<file path="src/design/spq_pkg.sv">
`timescale 1ns / 1ps
// ----------------------------------------------------------------------------
// spq_pkg
// Shared types and constants for the sorted priority queue.
// ----------------------------------------------------------------------------
package spq_pkg;

    localparam int DEPTH        = 16;
    localparam int PRIO_BITS    = 8;
    localparam int PAYLOAD_BITS = 16;
    localparam int COUNT_BITS   = $clog2(DEPTH + 1);

    typedef logic [PRIO_BITS-1:0]    prio_t;
    typedef logic [PAYLOAD_BITS-1:0] payload_t;
    typedef logic [COUNT_BITS-1:0]   count_t;

    typedef enum logic
    {
        KIND_INSERT = 1'b0,
        KIND_REMOVE = 1'b1
    } kind_t;

    typedef enum logic [1:0]
    {
        STATUS_OK    = 2'd0,
        STATUS_FULL  = 2'd1,
        STATUS_EMPTY = 2'd2
    } status_t;

    // Broadcast command to every cell of the chain.
    typedef struct packed
    {
        logic ins;
        logic rem;
    } spq_cmd_t;

endpackage

</file>
<file path="src/design/spq_cell.sv">
`timescale 1ns / 1ps
// ----------------------------------------------------------------------------
// spq_cell
// One slot of the sorted chain: holds an entry, shifts right on insert
// below it, shifts left on remove.
// ----------------------------------------------------------------------------
module spq_cell
    import spq_pkg::*;
(
    input  logic     clk,
    input  spq_cmd_t cmd,
    input  logic     occupied,
    input  prio_t    new_prio,
    input  payload_t new_payload,
    input  logic     left_keep,
    input  prio_t    left_prio,
    input  payload_t left_payload,
    input  prio_t    right_prio,
    input  payload_t right_payload,
    output logic     keep,
    output prio_t    prio,
    output payload_t payload
);

    prio_t    prio_reg;
    payload_t payload_reg;

    // Held entry stays put if it ranks at or above the newcomer (stable order).
    assign keep    = occupied && (prio_reg >= new_prio);
    assign prio    = prio_reg;
    assign payload = payload_reg;

    always_ff @(posedge clk)
    begin
        if (cmd.ins && !keep)
        begin
            if (left_keep)
            begin
                prio_reg    <= new_prio;
                payload_reg <= new_payload;
            end
            else
            begin
                prio_reg    <= left_prio;
                payload_reg <= left_payload;
            end
        end
        else if (cmd.rem)
        begin
            prio_reg    <= right_prio;
            payload_reg <= right_payload;
        end
    end

endmodule

</file>
<file path="src/design/sorted_priority_queue.sv">
`timescale 1ns / 1ps
// ----------------------------------------------------------------------------
// sorted_priority_queue
// Bounded priority queue built as a chain of sorted shift cells.
// ----------------------------------------------------------------------------
// Holds up to DEPTH entries in a row of cells sorted by descending priority;
// equal priorities leave in arrival order. An insert item (kind 0) drops its
// payload in behind every entry of equal or higher priority, or comes back
// with status FULL. A remove item (kind 1) returns the front entry, or status
// EMPTY with zero data. Every result carries the entry count after the
// operation. All cells compare the new priority in parallel and shift by one
// slot at the accepting edge, and the result sits in an output register, so a
// new item is taken every cycle the result side is not stalling. Slots beyond
// the fill count are never read and need no reset.
// ----------------------------------------------------------------------------
module sorted_priority_queue
    import spq_pkg::*;
(
    input  logic     clk,
    input  logic     rst_n,
    input  logic     in_valid,
    output logic     in_stall,
    input  logic     kind,
    input  prio_t    prio_in,
    input  payload_t payload_in,
    output logic     out_valid,
    input  logic     out_stall,
    output status_t  status,
    output prio_t    prio_out,
    output payload_t payload_out,
    output count_t   fill_count
);

    count_t   count_reg, count_next;
    logic     out_valid_reg, out_valid_next;
    status_t  status_reg, status_next;
    prio_t    prio_out_reg, prio_out_next;
    payload_t payload_out_reg, payload_out_next;

    logic     accept;
    logic     full, empty;
    spq_cmd_t cmd;

    logic     keep_w    [DEPTH];
    prio_t    prio_w    [DEPTH];
    payload_t payload_w [DEPTH];

    assign in_stall = out_valid_reg && out_stall;
    assign accept   = in_valid && !in_stall;
    assign full     = (count_reg == count_t'(DEPTH));
    assign empty    = (count_reg == '0);

    assign cmd.ins = accept && (kind == KIND_INSERT) && !full;
    assign cmd.rem = accept && (kind == KIND_REMOVE) && !empty;

    // ---- cell chain --------------------------------------------------------
    genvar g;
    generate
        for (g = 0; g < DEPTH; g++)
        begin : g_cell
            logic     lk;
            prio_t    lp;
            payload_t lpl;
            prio_t    rp;
            payload_t rpl;

            if (g == 0)
            begin : g_head
                assign lk  = 1'b1;
                assign lp  = '0;
                assign lpl = '0;
            end
            else
            begin : g_body
                assign lk  = keep_w[g-1];
                assign lp  = prio_w[g-1];
                assign lpl = payload_w[g-1];
            end

            if (g == DEPTH - 1)
            begin : g_tail
                assign rp  = '0;
                assign rpl = '0;
            end
            else
            begin : g_mid
                assign rp  = prio_w[g+1];
                assign rpl = payload_w[g+1];
            end

            spq_cell u_cell
            (
                .clk           (clk),
                .cmd           (cmd),
                .occupied      (count_t'(g) < count_reg),
                .new_prio      (prio_in),
                .new_payload   (payload_in),
                .left_keep     (lk),
                .left_prio     (lp),
                .left_payload  (lpl),
                .right_prio    (rp),
                .right_payload (rpl),
                .keep          (keep_w[g]),
                .prio          (prio_w[g]),
                .payload       (payload_w[g])
            );
        end
    endgenerate

    // ---- control and result register ---------------------------------------
    always_comb
    begin
        count_next       = count_reg;
        out_valid_next   = out_valid_reg;
        status_next      = status_reg;
        prio_out_next    = prio_out_reg;
        payload_out_next = payload_out_reg;

        if (out_valid_reg && !out_stall)
            out_valid_next = 1'b0;

        if (accept)
        begin
            out_valid_next   = 1'b1;
            status_next      = STATUS_OK;
            prio_out_next    = '0;
            payload_out_next = '0;
            case (kind_t'(kind))
                KIND_INSERT:
                begin
                    if (full)
                        status_next = STATUS_FULL;
                    else
                        count_next = count_reg + 1'b1;
                end
                KIND_REMOVE:
                begin
                    if (empty)
                        status_next = STATUS_EMPTY;
                    else
                    begin
                        prio_out_next    = prio_w[0];
                        payload_out_next = payload_w[0];
                        count_next       = count_reg - 1'b1;
                    end
                end
                default:
                begin
                    status_next = STATUS_OK;
                end
            endcase
        end
    end

    always_ff @(posedge clk or negedge rst_n)
    begin
        if (!rst_n)
        begin
            count_reg     <= '0;
            out_valid_reg <= 1'b0;
        end
        else
        begin
            count_reg     <= count_next;
            out_valid_reg <= out_valid_next;
        end
    end

    always_ff @(posedge clk)
    begin
        status_reg      <= status_next;
        prio_out_reg    <= prio_out_next;
        payload_out_reg <= payload_out_next;
    end

    assign out_valid   = out_valid_reg;
    assign status      = status_reg;
    assign prio_out    = prio_out_reg;
    assign payload_out = payload_out_reg;
    assign fill_count  = count_reg;

    // ---- assertions --------------------------------------------------------
    a_count_bound: assert property (@(posedge clk) disable iff (!rst_n)
        count_reg <= count_t'(DEPTH))
        else $error("entry count above depth");

    a_accept_result: assert property (@(posedge clk) disable iff (!rst_n)
        accept |=> out_valid_reg)
        else $error("accepted item produced no result");

    a_insert_grows: assert property (@(posedge clk) disable iff (!rst_n)
        cmd.ins |=> count_reg == $past(count_reg) + 1'b1)
        else $error("insert did not grow count");

    a_full_status: assert property (@(posedge clk) disable iff (!rst_n)
        out_valid_reg && status_reg == STATUS_FULL |-> count_reg == count_t'(DEPTH))
        else $error("full status with room left");

    a_empty_status: assert property (@(posedge clk) disable iff (!rst_n)
        out_valid_reg && status_reg == STATUS_EMPTY |-> count_reg == '0 && prio_out_reg == '0)
        else $error("empty status with entries held");

endmodule

</file>
<file path="config.mk">
export PLATFORM = sky130hd
export DESIGN_NAME = sorted_priority_queue
export DESIGN_NICKNAME = d
export VERILOG_FILES = /design/src/design/spq_pkg.sv /design/src/design/spq_cell.sv /design/src/design/sorted_priority_queue.sv
export SDC_FILE = /design/constraint.sdc
export NUM_CORES = 1
export LEC_CHECK = 0
export BUFFER_PORTS_ARGS = -buffer_cell sky130_fd_sc_hd__buf_2
export CORE_AREA = 2 2 239 241
export CTS_BUF_LIST = sky130_fd_sc_hd__clkbuf_8
export DETAILED_ROUTE_END_ITERATION = 12
export DIE_AREA = 0 0 241 243
export PLACE_DENSITY = 0.62
export SETUP_SLACK_MARGIN = 0.05
export SKIP_CTS_REPAIR_TIMING = 1
export SLEW_MARGIN = 15
export SYNTH_ARGS = -nofsm -noshare
export SYNTH_HDL_FRONTEND = slang
export SYNTH_HIERARCHICAL = 1
export SYNTH_SLANG_ARGS = --single-unit
</file>
<file path="constraint.sdc">
create_clock -name clk -period 7.9 [get_ports clk]
set_input_delay 0.395 -clock clk [delete_from_list [all_inputs] [get_ports clk]]
set_output_delay 0.395 -clock clk [all_outputs]
set_load 0.01 [all_outputs]
</file>
Yosys cells after proc, flatten, opt, wreduce, memory -nomap -nowiden
Cells that the tools add are included.
{"block": "op_classes", "addsub": 2, "n_bitwise": 1, "eq_ne": 3, "magnitude_cmp": 32, "reduce_logical": 79, "n_mux": 102}
{"operator": "$mux W16", "n": 47}
{"operator": "$mux W8", "n": 47}
{"operator": "$ge A8 B8 Y1", "n": 16}
{"operator": "$lt A4 B5 Y1 const A", "n": 8}
{"operator": "$logic_and A1 B1 Y1", "n": 39}
{"operator": "$reduce_bool A2 Y1", "n": 17}
{"operator": "$logic_not A1 Y1", "n": 20}
{"operator": "$lt A3 B5 Y1 const A", "n": 4}
{"operator": "$lt A1 B5 Y1 const A", "n": 2}
{"operator": "$lt A2 B5 Y1 const A", "n": 2}
{"operator": "$mux W5", "n": 2}
{"operator": "$pmux W5 S2", "n": 1}
{"operator": "$add A5 B1 Y5 const B", "n": 1}
{"operator": "$eq A5 B5 Y1 const B", "n": 1}
{"operator": "$logic_not A5 Y1", "n": 1}
{"operator": "$sub A5 B1 Y5 const B", "n": 1}
{"operator": "$ne A2 B2 Y1 const B", "n": 2}
{"operator": "$pmux W2 S2", "n": 1}
{"operator": "$mux W1", "n": 3}
{"operator": "$reduce_and A3 Y1", "n": 1}
{"operator": "$mux W2", "n": 1}
{"operator": "$reduce_or A2 Y1", "n": 1}
{"operator": "$not A1 Y1", "n": 1}
{"block": "word_totals", "reg_bits": 416, "input_bits": 29, "word_cells": 256, "out_inout_bits": 33}

Longest topological paths before layout
{"block": "logic_depth", "depth_word": 7, "ltp_mapped": 11, "mapped_depth_nobuf": 9}

Hierarchy
Netlist, hierarchy kept.
{"mod": "spq_cell at g_cell[0].u_cell ...", "instances": 13, "area_each_um2": 1634.1, "cells_each": 110, "seq_area_each_um2": 720.7}
{"mod": "spq_cell at g_cell[7].u_cell ...", "instances": 3, "area_each_um2": 1655.3, "cells_each": 110, "seq_area_each_um2": 720.7}
{"mod": "sorted_priority_queue", "instances": 1, "area_each_um2": 1559.0, "cells_each": 131, "seq_area_each_um2": 930.9}

Least setup slack after synthesis
OpenSTA, ideal clock, no wires.
{"block": "synth_path", "kind": "reg-to-reg", "start": "reg count_reg[1], in the netlist fill_count[1]", "end": "reg g_cell[0].u_cell.payload_reg[0], enable pin", "slack_ns": 2.856, "path_buffers": 2, "arrival_ns": 4.685, "synth_period_minus_slack_ns": 5.044, "setup_ns": 0.358, "stages_incl_launch_ff": 10, "t_required_ns": 7.542, "cell_sequence": "dfrtp_1 > clkbuf_1 > inv_1 > ha_1 > nor4bb_1 > nor3_1 > o2111ai_2 > nand2_4 > buf_12 > or2_2"}
{"item": "from (decl)", "line": "sorted_priority_queue.sv:34", "rtl": "count_t count_reg, count_next;"}
{"item": "from (signal assigned)", "line": "sorted_priority_queue.sv:164", "rtl": "count_reg <= count_next;"}
{"item": "to (signal assigned)", "line": "spq_cell.sv:40", "rtl": "payload_reg <= new_payload;"}
{"item": "to (signal assigned)", "line": "spq_cell.sv:45", "rtl": "payload_reg <= left_payload;"}
{"item": "to (signal assigned)", "line": "spq_cell.sv:51", "rtl": "payload_reg <= right_payload;"}
{"item": "to (decl)", "line": "spq_cell.sv:26", "rtl": "payload_t payload_reg;"}

==> metrics.md <==
| Metric | Value |
|---|---|
| Number of maximum-capacitance violations | `0` |
| WP data arrival | `3600 ps` |
| Vertical die dimension | `243 um` |
| Unrepaired setup endpoints after global routing | `false` |
| Number of flip-flops under the largest register name | `256` |
| Leakage dissipation | `0.0118 uW` |
| Critical setup path kind | `flop to flop` |
| Outcome | `complete, no violations` |
| Global routing usage summed across all routing layers | `0.188` |
| Setup slack of the most critical reg-to-reg path | `4550 ps` |
| Clock tree from TritonCTS | `done` |
| Mapped Area | `0.0278 sq mm` |
| First-pass GRT wire length | `87.7 mm` |
| Syn-to-layout area delta | `7.34%` |
| Total of buffers placed on input and output ports | `61` |
| Placeable core area | `0.0560 sq mm` |
| Final clock skew | `31.0 ps` |
| Clock root buffer master | `clkbuf_8` |
| Total length of routed wires | `53.9 mm` |
| Total via count after detailed routing | `14.6k` |
| CTS H-Tree Depth | `3` |
| Most frequent standard cell in the layout excluding fill and tap cells | `mux2_2` |
| Worst ir drop on vdd | `145 uV` |
| Yosys warning count | `6` |
| Critical R2R Capture | `g_cell[15].u_cell/prio[5]` |
| Post-synthesis cell count | `1,888` |
| Number of primary I/O pins | `62` |
| Die Wd | `241 um` |
| Fillers | `4,689` |
| Final worst-path cycle share | `0.424` |
| Kind of end point of the critical path | `flop` |
| Final-stage net count | `2,166` |
| Upper clock frequency limit | `0.299 GHz` |
| Per-instance average area after synthesis | `14.7 sq um` |
| Total overflow reported by the global router | `0` |
| Final Worst Setup Slack | `4550 ps` |
| Hold Vio Cnt, Final | `0` |
| Post-route core utilization | `0.532` |
| Min-Delay Path Class | `input port to asynchronous set/reset pin` |
| Worst relative slew slack | `0.288` |
| Clock-pin slew on the worst setup and hold paths | `60 ps` |
| Initial antenna violation count | `2` |
| Number of DRC markers after the initial detailed-route iteration | `618` |
| Number of nets with antenna violations after detailed routing | `0` |
| Post-placement setup slack | `4380 ps` |
| Clock buffers created by TritonCTS | `76` |
| Vias per inst | `5.20` |
| Pin count of the biggest net entering global routing | `33` |
| Required time at the endpoint of the critical path | `8150 ps` |
| Detailed-routing iteration count for the pre-antenna-repair pass | `4` |
| Crit Path Max Fanout | `32` |
| Clock buffer depth | `3` |
| Startpoint type of the worst setup path | `flop` |
| Final critical-path required period | `3350 ps` |
| Vias in the first global route | `16.0k` |
| DRC | `0` |
| Layout cells sized above 1 | `0.501` |
| Number of failing setup endpoints in the final timing report | `0` |
| Clock sink count | `416` |
| Worst-skew pair later-pin latency | `640 ps` |
| Average wire per cell in the routed design | `19.2 um` |
| Slew at the pin closest to its max-slew limit | `1060 ps` |
| Number of cells traversed by the worst register-to-register path | `8` |
| Final count of pins violating max slew | `0` |
| Starting density of the core | `0.496` |
| Row cnt | `87` |
| R2r startpoint | `fill_count[1]` |
| Final RePlAce weighted congestion | `0.790` |
| Overall die area | `0.0586 sq mm` |
| Power density over the cells | `290 mW/mm^2` |
| Post-detail-place hpwl | `41.0 mm` |
| Setup TNS Final | `0 ps` |
| Leading cell types in the layout, fill and taps excluded | `464 x mux2_2, 410 x edfxtp_1, 304 x mux2_4, 190 x inv_1, 131 x ha_1` |
==> metrics by stage <==
step | power [uW] | cells | cell area [sq um] | hold slack, ps
detailed placement | 6930 | 2682 | 28500 | 238
global placement | 6820 | 2682 | 28500 | 235
finish | 8640 | 2812 | 29800 | 126
global route | 9180 | 2812 | 29800 | 109
floorplan | 6320 | 1935 | 27900 | 99.4
CTS | 8750 | 2808 | 29800 | -475
==> final cells by class <==
type	count	area, sq um	share of cell area
multi-input combinational	1265	14000	0.471
sequential	416	12500	0.418
clock buffer	76	1050	0.0351
tap	756	946	0.0318
inverter	166	623	0.0209
timing repair buffer	81	460	0.0155
clock inverter	50	223	0.00748
antenna	2	5.00	0.000168
==> layer usage <==
metal / global-route usage / vias to the layer above / wire [um]
met2: 0.309 / 175 / 25600
met4: 0.0530 / 0 / 873
li1: - / 7302 / -
met5: 0 / - / 0
met3: 0.0288 / 72 / 1530
met1: 0.256 / 7082 / 25900
==> report_power, final <==
part           total, uW  switching (uW)  leakage (uW)  internal [uW]
registers           3530             354       0.00396           3180
logic               3320            1420       0.00713           1900
clock network       1780             891      0.000744            891
total               8640            2670        0.0118           5970
==> worst max-delay path, stage by stage, from the launching register on <==
cell and delay (ps):
dfrtp_1 580, inv_1 120, ha_1 240, nor4bb_1 180
nor3_2 150, buf_4 430, o2111ai_2 240, nand2_4 410
or2_2 580
==> worst max path at each step <==
stage	startpoint	end	slack, ps	cells past startpoint
after floorplan	fill_count[1]	g_cell[0].u_cell/payload[0]	2860	9
after detailed placement	prio_in[0]	g_cell[2].u_cell/payload[4]	4380	7
after global placement	prio_in[5]	g_cell[0].u_cell/payload[5]	4460	8
after global routing	fill_count[1]	g_cell[15].u_cell/prio[5]	4280	8
final	fill_count[1]	g_cell[15].u_cell/prio[5]	4550	8
after CTS	fill_count[1]	g_cell[15].u_cell/prio[5]	4520	8
Note: power is estimated with default switching activity, not from simulation.
